### src/rtl/pdud_pkg.sv
package pdud_pkg;

	// command codes of an input word
	localparam logic [1:0] CMD_CONT  = 2'd0;
	localparam logic [1:0] CMD_GEN   = 2'd1;
	localparam logic [1:0] CMD_MV    = 2'd2;
	localparam logic [1:0] CMD_UNUSED = 2'd3;

	localparam logic [7:0] FLAG_PROB = 8'd252;
	localparam logic [7:0] MAX_DELTA = 8'd254;

	typedef struct packed {
		logic [1:0] cmd;
		logic [7:0] old_prob;
		logic       bit_req;
	} in_word_t;

	typedef struct packed {
		logic       done_res;
		logic [7:0] new_prob;
		logic       next_is_flag;
		logic       seq_error;
	} out_word_t;

	// inverse map from coded delta to recentering offset
	localparam logic [7:0] REMAP_TAB [255] = '{
		8'd7, 8'd20, 8'd33, 8'd46, 8'd59, 8'd72, 8'd85, 8'd98, 8'd111, 8'd124,
		8'd137, 8'd150, 8'd163, 8'd176, 8'd189, 8'd202, 8'd215, 8'd228, 8'd241, 8'd254,
		8'd1, 8'd2, 8'd3, 8'd4, 8'd5, 8'd6, 8'd8, 8'd9, 8'd10, 8'd11,
		8'd12, 8'd13, 8'd14, 8'd15, 8'd16, 8'd17, 8'd18, 8'd19, 8'd21, 8'd22,
		8'd23, 8'd24, 8'd25, 8'd26, 8'd27, 8'd28, 8'd29, 8'd30, 8'd31, 8'd32,
		8'd34, 8'd35, 8'd36, 8'd37, 8'd38, 8'd39, 8'd40, 8'd41, 8'd42, 8'd43,
		8'd44, 8'd45, 8'd47, 8'd48, 8'd49, 8'd50, 8'd51, 8'd52, 8'd53, 8'd54,
		8'd55, 8'd56, 8'd57, 8'd58, 8'd60, 8'd61, 8'd62, 8'd63, 8'd64, 8'd65,
		8'd66, 8'd67, 8'd68, 8'd69, 8'd70, 8'd71, 8'd73, 8'd74, 8'd75, 8'd76,
		8'd77, 8'd78, 8'd79, 8'd80, 8'd81, 8'd82, 8'd83, 8'd84, 8'd86, 8'd87,
		8'd88, 8'd89, 8'd90, 8'd91, 8'd92, 8'd93, 8'd94, 8'd95, 8'd96, 8'd97,
		8'd99, 8'd100, 8'd101, 8'd102, 8'd103, 8'd104, 8'd105, 8'd106, 8'd107, 8'd108,
		8'd109, 8'd110, 8'd112, 8'd113, 8'd114, 8'd115, 8'd116, 8'd117, 8'd118, 8'd119,
		8'd120, 8'd121, 8'd122, 8'd123, 8'd125, 8'd126, 8'd127, 8'd128, 8'd129, 8'd130,
		8'd131, 8'd132, 8'd133, 8'd134, 8'd135, 8'd136, 8'd138, 8'd139, 8'd140, 8'd141,
		8'd142, 8'd143, 8'd144, 8'd145, 8'd146, 8'd147, 8'd148, 8'd149, 8'd151, 8'd152,
		8'd153, 8'd154, 8'd155, 8'd156, 8'd157, 8'd158, 8'd159, 8'd160, 8'd161, 8'd162,
		8'd164, 8'd165, 8'd166, 8'd167, 8'd168, 8'd169, 8'd170, 8'd171, 8'd172, 8'd173,
		8'd174, 8'd175, 8'd177, 8'd178, 8'd179, 8'd180, 8'd181, 8'd182, 8'd183, 8'd184,
		8'd185, 8'd186, 8'd187, 8'd188, 8'd190, 8'd191, 8'd192, 8'd193, 8'd194, 8'd195,
		8'd196, 8'd197, 8'd198, 8'd199, 8'd200, 8'd201, 8'd203, 8'd204, 8'd205, 8'd206,
		8'd207, 8'd208, 8'd209, 8'd210, 8'd211, 8'd212, 8'd213, 8'd214, 8'd216, 8'd217,
		8'd218, 8'd219, 8'd220, 8'd221, 8'd222, 8'd223, 8'd224, 8'd225, 8'd226, 8'd227,
		8'd229, 8'd230, 8'd231, 8'd232, 8'd233, 8'd234, 8'd235, 8'd236, 8'd237, 8'd238,
		8'd239, 8'd240, 8'd242, 8'd243, 8'd244, 8'd245, 8'd246, 8'd247, 8'd248, 8'd249,
		8'd250, 8'd251, 8'd252, 8'd253, 8'd253
	};

	// place offset v around center c, alternating below and above
	function automatic logic [7:0] pdud_recenter(logic [7:0] v, logic [7:0] c);
		logic [8:0] half_up;
		half_up = ({1'b0, v} + 9'd1) >> 1;
		if ({1'b0, v} > {c, 1'b0})
			return v;
		else if (v[0])
			return c - half_up[7:0];
		else
			return c + {1'b0, v[7:1]};
	endfunction

	// map a coded delta back to a probability near prob
	function automatic logic [7:0] pdud_remap(logic [8:0] delta, logic [7:0] prob);
		logic [7:0] p;
		logic [7:0] c;
		logic [7:0] d;
		logic [7:0] v;
		p = (prob == 8'd0) ? 8'd1 : prob;
		c = p - 8'd1;
		d = (delta > {1'b0, MAX_DELTA}) ? MAX_DELTA : delta[7:0];
		v = REMAP_TAB[d];
		if (c[7] == 1'b0)
			return 8'd1 + pdud_recenter(v, c);
		else
			return 8'd255 - pdud_recenter(v, MAX_DELTA - c);
	endfunction

endpackage

### src/rtl/probability_delta_update_decoder.sv
// A word accepted into the input register moves to the result register once
// that register is empty or its word is taken; one word per cycle while the
// receiver keeps out_ready high. The decode of a word and the state update sit
// between the input register and the result register.
// Reset (arst_n low, asynchronous): decoder returns to idle, both pipeline
// registers empty.
module probability_delta_update_decoder import pdud_pkg::*; (
	input  logic      clk,
	input  logic      arst_n,
	input  logic      in_valid,
	output logic      in_ready,
	input  in_word_t  in_data,
	output logic      out_valid,
	input  logic      out_ready,
	output out_word_t out_data
);

	logic      valid_s1;
	in_word_t  word_s1;
	logic      out_valid_q;
	out_word_t out_data_q;
	out_word_t res;
	logic      adv;

	// consume the held word when the result register can take it
	assign adv       = valid_s1 && (!out_valid_q || out_ready);
	assign in_ready  = !valid_s1 || adv;
	assign out_valid = out_valid_q;
	assign out_data  = out_data_q;

	pdud_core u_core (
		.clk    (clk),
		.arst_n (arst_n),
		.adv    (adv),
		.word   (word_s1),
		.res    (res)
	);

	// input register
	always_ff @(posedge clk or negedge arst_n) begin
		if (!arst_n) begin
			valid_s1 <= 1'b0;
		end else if (in_ready) begin
			valid_s1 <= in_valid;
		end
	end

	always_ff @(posedge clk) begin
		if (in_valid && in_ready) begin
			word_s1 <= in_data;
		end
	end

	// result register
	always_ff @(posedge clk or negedge arst_n) begin
		if (!arst_n) begin
			out_valid_q <= 1'b0;
		end else if (adv) begin
			out_valid_q <= 1'b1;
		end else if (out_ready) begin
			out_valid_q <= 1'b0;
		end
	end

	always_ff @(posedge clk) begin
		if (adv) begin
			out_data_q <= res;
		end
	end

	// an error word carries nothing else
	assert property (@(posedge clk) disable iff (!arst_n)
		out_valid_q && out_data_q.seq_error |->
			!out_data_q.done_res && !out_data_q.next_is_flag && out_data_q.new_prob == 8'd0)
		else $error("error word with other fields set");

	// probability only travels with a completion
	assert property (@(posedge clk) disable iff (!arst_n)
		out_valid_q && !out_data_q.done_res |-> out_data_q.new_prob == 8'd0)
		else $error("probability without completion");

	// a held word is consumed whenever the result side drains
	assert property (@(posedge clk) disable iff (!arst_n)
		valid_s1 && out_ready |-> adv)
		else $error("held word not consumed");

endmodule

### src/rtl/pdud_core.sv
module pdud_core import pdud_pkg::*; (
	input  logic      clk,
	input  logic      arst_n,
	input  logic      adv,
	input  in_word_t  word,
	output out_word_t res
);

	localparam logic [3:0] PH_IDLE  = 4'd0;
	localparam logic [3:0] PH_FLAG  = 4'd1;
	localparam logic [3:0] PH_PRE1  = 4'd2;
	localparam logic [3:0] PH_PRE2  = 4'd3;
	localparam logic [3:0] PH_PRE3  = 4'd4;
	localparam logic [3:0] PH_LITA  = 4'd5;
	localparam logic [3:0] PH_LITB  = 4'd6;
	localparam logic [3:0] PH_LITC  = 4'd7;
	localparam logic [3:0] PH_LIT7  = 4'd8;
	localparam logic [3:0] PH_EXTRA = 4'd9;
	localparam logic [3:0] PH_MVLIT = 4'd10;

	logic [3:0] phase_q, phase_d;
	logic [7:0] kept_prob_q, kept_prob_d;
	logic       is_mv_q, is_mv_d;
	logic [7:0] lit_q, lit_d;
	logic [2:0] bits_left_q, bits_left_d;

	logic [7:0] lit_shift;
	logic [2:0] bits_dec;
	logic [8:0] delta;
	logic       use_remap;

	assign lit_shift = {lit_q[6:0], word.bit_req};
	assign bits_dec  = bits_left_q - 3'd1;

	// decode one word: next state and result
	always_comb begin
		phase_d     = phase_q;
		kept_prob_d = kept_prob_q;
		is_mv_d     = is_mv_q;
		lit_d       = lit_q;
		bits_left_d = bits_left_q;
		res         = '0;
		delta       = '0;
		use_remap   = 1'b0;
		case (word.cmd)
			CMD_GEN, CMD_MV: begin
				kept_prob_d      = word.old_prob;
				is_mv_d          = (word.cmd == CMD_MV);
				lit_d            = '0;
				bits_left_d      = '0;
				phase_d          = PH_FLAG;
				res.next_is_flag = 1'b1;
			end
			CMD_CONT: begin
				unique case (phase_q)
					PH_FLAG: begin
						if (!word.bit_req) begin
							res.done_res = 1'b1;
							res.new_prob = kept_prob_q;
							phase_d      = PH_IDLE;
						end else if (is_mv_q) begin
							phase_d     = PH_MVLIT;
							lit_d       = '0;
							bits_left_d = 3'd7;
						end else begin
							phase_d = PH_PRE1;
						end
					end
					PH_PRE1: begin
						if (word.bit_req) begin
							phase_d = PH_PRE2;
						end else begin
							phase_d     = PH_LITA;
							lit_d       = '0;
							bits_left_d = 3'd4;
						end
					end
					PH_PRE2: begin
						if (word.bit_req) begin
							phase_d = PH_PRE3;
						end else begin
							phase_d     = PH_LITB;
							lit_d       = '0;
							bits_left_d = 3'd4;
						end
					end
					PH_PRE3: begin
						phase_d     = word.bit_req ? PH_LIT7 : PH_LITC;
						lit_d       = '0;
						bits_left_d = word.bit_req ? 3'd7 : 3'd4;
					end
					PH_LITA, PH_LITB, PH_LITC, PH_LIT7, PH_MVLIT: begin
						lit_d       = lit_shift;
						bits_left_d = bits_dec;
						if (bits_dec == 3'd0) begin
							// last literal bit: finish, or wait for the extra bit
							if (phase_q == PH_MVLIT) begin
								res.done_res = 1'b1;
								res.new_prob = {lit_shift[6:0], 1'b1};
								phase_d      = PH_IDLE;
							end else if (phase_q == PH_LIT7 && lit_shift >= 8'd65) begin
								phase_d = PH_EXTRA;
							end else begin
								use_remap = 1'b1;
								phase_d   = PH_IDLE;
								if (phase_q == PH_LITB)
									delta = {1'b0, lit_shift} + 9'd16;
								else if (phase_q == PH_LITC)
									delta = {1'b0, lit_shift} + 9'd32;
								else if (phase_q == PH_LIT7)
									delta = {1'b0, lit_shift} + 9'd64;
								else
									delta = {1'b0, lit_shift};
							end
						end
					end
					PH_EXTRA: begin
						use_remap = 1'b1;
						phase_d   = PH_IDLE;
						delta     = {lit_q, 1'b0} - 9'd1 + {8'd0, word.bit_req};
					end
					default: begin
						res.seq_error = 1'b1;
					end
				endcase
				if (use_remap) begin
					res.done_res = 1'b1;
					res.new_prob = pdud_remap(delta, kept_prob_q);
				end
			end
			default: begin
				// unused command: no change, empty result
			end
		endcase
	end

	// advance state on each consumed word
	always_ff @(posedge clk or negedge arst_n) begin
		if (!arst_n) begin
			phase_q     <= PH_IDLE;
			kept_prob_q <= '0;
			is_mv_q     <= 1'b0;
			lit_q       <= '0;
			bits_left_q <= '0;
		end else if (adv) begin
			phase_q     <= phase_d;
			kept_prob_q <= kept_prob_d;
			is_mv_q     <= is_mv_d;
			lit_q       <= lit_d;
			bits_left_q <= bits_left_d;
		end
	end

	// a start word always lands in the flag phase
	assert property (@(posedge clk) disable iff (!arst_n)
		adv && (word.cmd == CMD_GEN || word.cmd == CMD_MV) |=> phase_q == PH_FLAG)
		else $error("start word did not enter flag phase");

	// literal phases always have bits pending
	assert property (@(posedge clk) disable iff (!arst_n)
		(phase_q == PH_LITA || phase_q == PH_LITB || phase_q == PH_LITC ||
		 phase_q == PH_LIT7 || phase_q == PH_MVLIT) |-> bits_left_q != 3'd0)
		else $error("literal phase with no bits left");

	// a completed update returns to idle
	assert property (@(posedge clk) disable iff (!arst_n)
		adv && res.done_res |=> phase_q == PH_IDLE)
		else $error("phase not idle after completion");

endmodule

### config.mk
export PLATFORM = sky130hd
export DESIGN_NAME = probability_delta_update_decoder
export DESIGN_NICKNAME = d
export VERILOG_FILES = /design/src/rtl/pdud_pkg.sv /design/src/rtl/probability_delta_update_decoder.sv /design/src/rtl/pdud_core.sv
export SDC_FILE = /design/constraint.sdc
export NUM_CORES = 1
export LEC_CHECK = 0
export ABC_AREA = 1
export BUFFER_PORTS_ARGS = -buffer_cell sky130_fd_sc_hd__buf_4
export CORE_UTILIZATION = 43
export DETAILED_ROUTE_END_ITERATION = 10
export GPL_TIMING_DRIVEN = 0
export SLEW_MARGIN = 40
export SYNTH_ARGS = -nofsm -noshare
export SYNTH_HDL_FRONTEND = slang
export SYNTH_SLANG_ARGS = --single-unit
export TNS_END_PERCENT = 100
### constraint.sdc
create_clock -name clk -period 13.4 [get_ports clk]
set_input_delay 1.34 -clock clk [delete_from_list [all_inputs] [get_ports clk]]
set_output_delay 1.34 -clock clk [all_outputs]
set_load 0.005 [all_outputs]
### Word level (Yosys, flattened, before mapping)

Memory sizes are Yosys's and may differ from the RTL's.
Cells that the tools add are included.

* bits in registers: 48
* bits in read-only memories: 2048
* bits of input ports: 15
* output and inout bits: 13
* word-level logic and storage cells: 131
* memories: 1

* add/sub/neg operators: 15
* order comparisons: 5
* eq/ne operators: 18
* mux-type cells: 58
* bitwise gates (word level): 1
* reductions and logical operators: 19

Memories
* (name not given): words 256, bits a word 8, rd ports 1, clocked after memory_dff 0, write ports 0, RTL line pdud_pkg.sv:76 `v = REMAP_TAB[d];`

Operator list (number)
* $mux W8: 18
* $mux W9: 11
* $pmux W9 S2: 2
* $pmux W8 S4: 1
* $mux W4: 6
* $pmux W4 S6: 1
* $gt A8 B9 Y1: 2
* $add A8 B7 Y8: 2
* $eq A4 B3 Y1 const B: 4
* $pmux W8 S2: 1
* $sub A8 B8 Y8: 2
* $sub A8 B8 Y8 const A: 2
* $eq A4 B4 Y1 const B: 3
* $mux W3: 4
* $pmux W3 S4: 1
* $reduce_or A10 Y1: 1
* $add A8 B1 Y9 const B: 1
* $add A8 B5 Y9 const B: 1
* $add A8 B6 Y9 const B: 1
* $add A8 B7 Y9 const B: 1
* $add A9 B1 Y9: 1
* $ge A9 B9 Y1 const B: 1
* $gt A9 B8 Y1 const B: 1
* $not A8 Y9: 1
* 30 further kinds: 47

### Depth between registers and ports, before layout

* depth in word-level cells: 25
* depth in mapped cells: 51

### Modules after synthesis

From an unflattened synthesis, not the netlist that was laid out.

* cells, all modules: 975
* area total of the unflattened synthesis: 6485.0 sq um

Modules (own cells, without submodules)
* pdud_core: instances 1, cells an instance 941, area each 5729.2 sq um, sequential area each 600.6 sq um
* probability_delta_update_decoder: instances 1, cells an instance 34, area each 755.7 sq um, sequential area each 710.7 sq um

### Worst setup path after synthesis

No wires, ideal clock.

* path type: register -> register
* from: register word_s1[0] (netlist bit)
* to: register out_data_q (netlist bit out_data[9]), data pin
* library setup time: 0.269 ns
* arrival time: 5.330 ns
* path slack: 7.801 ns
* cell stages (with the launch flop): 46
* path buffers: 1
* period minus slack after synthesis: 5.599 ns
* cells stage by stage: edfxtp_1 inv_2 ha_1 nand3_1 nand2_1 nand2_1 nand2_2 nand3_2 nor2_1 nor2_1 nor2_1 nand3_4 buf_6 nand3_2 inv_1 ha_1 inv_1 ha_1 [... 10 more ...] o21ai_2 nand2_1 nand2_1 nand2_2 inv_2 ha_1 a21oi_1 nor2_1 a211oi_1 nand3_1 nand3_1 nand2_1 inv_1 nand2_1 nand3_1 nand2_1 nand2_1 a21oi_2

* longest elaborated chain between the ends: 25
* elaborated cells on any way between the ends: 48

RTL lines
* start: declaration: RTL line probability_delta_update_decoder.sv:19 `in_word_t word_s1;`
* start signal: assignment: RTL line probability_delta_update_decoder.sv:50 `word_s1 <= in_data;`
* $add A8 B7 Y9: RTL line pdud_core.sv:111 `delta = {1'b0, lit_shift} + 9'd64;`
* $mux W9: RTL line pdud_core.sv:110 `else if (phase_q == PH_LIT7)`
* $mux W9: RTL line pdud_core.sv:108 `else if (phase_q == PH_LITC)`
* $mux W9: RTL line pdud_core.sv:106 `if (phase_q == PH_LITB)`
* $mux W9: RTL line pdud_core.sv:101 `end else if (phase_q == PH_LIT7 && lit_shift >= 8'd65) begin`
* $mux W9: RTL line pdud_core.sv:97 `if (phase_q == PH_MVLIT) begin`
* $mux W9: RTL line pdud_core.sv:95 `if (bits_dec == 3'd0) begin`
* $pmux W9 S2: RTL line pdud_core.sv:55 `unique case (phase_q)`
* [... 9 more ...]
* $mux W8: RTL line pdud_pkg.sv:61 `else if (v[0])`
* $mux W8: RTL line pdud_pkg.sv:59 `if ({1'b0, v} > {c, 1'b0})`
* $mux W8: RTL line pdud_pkg.sv:77 `if (c[7] == 1'b0)`
* $mux W8: RTL line pdud_core.sv:126 `if (use_remap) begin`
* $mux W8: RTL line pdud_core.sv:45 `case (word.cmd)`
* $add A1 B8 Y8 or $sub A8 B8 Y8 (tied branches): RTL line pdud_pkg.sv:78, pdud_pkg.sv:80
* $mux W8: RTL line pdud_pkg.sv:77
* $mux W9 (*): RTL line pdud_core.sv:126
* end signal: assignment: RTL line probability_delta_update_decoder.sv:67 `out_data_q <= res;`
* end: declaration: RTL line probability_delta_update_decoder.sv:21 `out_word_t out_data_q;`

Mark *: on every way between the ends. The rest lies on a longest branch, timed or not. The select of a mux whose other input is x is not followed.
A chain may end at the register's enable or synchronous reset.

### Final worst setup path

* from: register word_s1[0] (netlist bit)
* to: register out_data_q (netlist bit out_data[8]), data pin

Same word-level chain as after synthesis.

==> out/results.ini <==
[yosys]
synth_cell_type_count=54
synth_area_leaders=nand2_1 (15%), ha_1 (12%), edfxtp_1 (10%)
synth.avg_cell_area_um2=6.61
syn_nets=1055
syn_inst=978
synthTopCellsByCount=nand2_1 (250), inv_1 (108), nand3_1 (107)
async_flop_share_pct=54.2
yosysMostFrequentCell=nand2_1
ys.flop_type=dfrtp_1
yosys.area.top_type=nand2_1
synth_edf_count=22
synthesis.area_um2=6460
ys_seq_elements=48
yosysSeqAreaShare_pct=20.3
yosysWarnings=0
synth_top_area_share_pct=14.5

[timing]
slew_violations=0
fmax_mhz=142
rsz0062_at_grt=false
slew_headroom_pct=59.2
min_period_over_period_pct=52.6
final_hold_viol_count=0
skew_ns=0.00531
setup_violations=0
setup_tns_ns=0
period_minus_slack_ns=7.05
worst_pin_slew_ns=0.609

[grt]
grt_pass1_wl_mm=30.4
grt_max_degree=27
grt_pass1_vias=6152
gr-total-overflow=0
grtUsageTotal_pct=23.7
antenna_found_initial=0

[routing]
wl_mm=18.1
drtAntennaViolNets=0
via_per_inst=5.46
drt_first_pass_iters=7
vias=6537
drc=0
wl_per_cell_um=15.1
first_iter_violations=650

[setup_path]
reg2reg_depth=48
end_kind=flop
regToRegEndpoint=out_data[8]$_SDFFCE_PN0P_
setup.worst_path.class=flop to flop
worstPathArrival_ns=7.19
start_kind=flop
timing.rr.start=word_s1[0]$_DFFE_PP_
cp_slowest_cell=edfxtp_1
max_stage_delay_ns=0.53
crit_path_max_fanout=10
crit_top_cell=nand2_1
reg2reg_slack_ns=6.35
required_ns=13.54

[clocking]
cts_buffers=5
clk_path_buf_depth=2
clkSlewWorstSetupHoldPaths_ns=0.06
htree_levels=2
clock_sinks=48
clockRootBuffer=clkbuf_16
hold_buffers=0
cts_tree=yes
ctsResizeCount=0
clk-insertion-delay-late_ns=0.29
postCtsSetupBuffers=0

[min_path]
whs_path_depth=1
hold_class=flop to flop
hold_start=word_s1[8]$_DFFE_PP_
whs_endpoint=u_core.kept_prob_q[7]$_DFFE_PN0P_

[finish]
fin_nets=1089
area_growth_pct=8.89
multiInputGateArea_um2=4490
antenna_cells=0
n_fill_cell=1511
drive_above_1_share_pct=13.5
seqCellArea_um2=1310

[die]
rows=44
start_util_pct=44.3
die_area_um2=15500
core-area_um2=14600
dieHeight_um=125
die_w_um=125
ios=28

[place]
gp_congestion=0.914
port_buffers=27
dp_hpwl_mm=14.5

[run_status]
status=finished, final reports clean

[run]
drv_cap=0

## worst max path at each step
| stage | from | to | slack [ns] | depth (start not counted) |
|---|---|---|---|---|
| 2_1_floorplan | word_s1[0]$_DFFE_PP_ | out_data[9]$_SDFFCE_PN0P_ | 7.80 | 45 |
| 3_3_place_gp | word_s1[0]$_DFFE_PP_ | out_data[8]$_SDFFCE_PN0P_ | 6.49 | 48 |
| 3_5_place_dp | word_s1[0]$_DFFE_PP_ | out_data[8]$_SDFFCE_PN0P_ | 6.50 | 48 |
| 4_1_cts | word_s1[0]$_DFFE_PP_ | out_data[8]$_SDFFCE_PN0P_ | 6.47 | 48 |
| 5_1_grt | word_s1[0]$_DFFE_PP_ | out_data[8]$_SDFFCE_PN0P_ | 5.51 | 48 |
| 6_report | word_s1[0]$_DFFE_PP_ | out_data[8]$_SDFFCE_PN0P_ | 6.35 | 48 |
## routing by layer
metal / up-vias / GRT usage [%] / share of wire, %
li1: 3323 / - / -
met1: 2991 / 32.9 / 47
met2: 199 / 40.3 / 47
met3: 24 / 1.25 / 4.4
met4: 0 / 5.10 / 1.5
met5: - / 0 / 0
## worst max-delay path, delay by kind of cell, from the launching register on
kind                       cells  cell delay [ns]
DFF                            1             0.53
muxes                          1             0.12
xor gates and xnor gates       1             0.18
buffers and inverters          7             0.95
adders and majority gates      4             1.15
AOI/OAI and AO/OA              4             0.74
and+or+nand+nor               31             3.21
## cell usage in the layout (no fill, tap or decap), types with 3 or more instances in the layout
| cell type | Yosys | final |
|---|---|---|
| inv_1 | 108 | 108 |
| o21bai_1 | 3 | 3 |
| nor2_2 | 8 | 8 |
| inv_2 | 18 | 18 |
| o31ai_1 | 3 | 3 |
| a211oi_1 | 3 | 3 |
| a21oi_1 | 51 | 51 |
| nor3_1 | 11 | 11 |
| a22oi_1 | 8 | 8 |
| nand3_4 | 4 | 4 |
| buf_4 | 5 | 32 |
| nand3_1 | 107 | 107 |
| nand2_4 | 4 | 4 |
| nand3_2 | 10 | 10 |
| nor2_1 | 71 | 71 |
| ha_1 | 60 | 60 |
| clkbuf_1 | 13 | 14 |
| buf_2 | 6 | 6 |
| a31oi_1 | 3 | 3 |
| edfxtp_1 | 22 | 22 |
| mux2_2 | 4 | 4 |
| buf_6 | 5 | 5 |
| nand2_2 | 19 | 19 |
| nor2_4 | 9 | 9 |
| o21ai_0 | 49 | 49 |
| clkbuf_16 | 0 | 5 |
| o211ai_1 | 12 | 12 |
| or2_2 | 3 | 3 |
| xor2_1 | 17 | 17 |
| nand2_1 | 250 | 250 |
| dfrtp_1 | 26 | 26 |
| o21ai_1 | 12 | 12 |
| xnor2_1 | 7 | 7 |
| nand4_1 | 18 | 18 |
## state kept, by name (all words and copies together) (netlist names)
register            flops
valid_s1                1
u_core.phase_q          4
u_core.lit_q            8
u_core.kept_prob_q      8
out_data               11
u_core.bits_left_q      3
out_valid               1
word_s1                11
u_core.is_mv_q          1
## final cells by class
class,count,share of cell area [%]
plain buffers,29,2.45
clock buffers,6,1.83
clock inverters,2,0.178
inverters,128,6.94
multi-input cells,773,63.8
flip-flops and latches,48,18.6
well taps,184,3.27
repair buffers,27,2.88
## through the flow
stage               utilization, %  hold WS [ns]  instance area, um2  instances  worst slack, ns
finish                        48.2         0.479                7030       1197             6.35
detailed placement            47.2         0.469                6890       1189             6.50
floorplan                        -         0.455                6460        978             7.80
CTS                           48.2         0.483                7030       1197             6.47
global route                  48.2         0.490                7030       1197             5.51
global placement              47.2         0.461                6890       1189             6.49
## kinds of logic after synthesis
logic type	share of synthesized area (%)
compound gates	14.5
xor+xnor	3.25
fa+ha+maj	12.2
buf+inv	10.2
flops	20.3
mux	0.852
simple gates	38.6
Power is not shown: default switching activity piles up to over one toggle a cycle in this logic, so the estimate is an artifact.
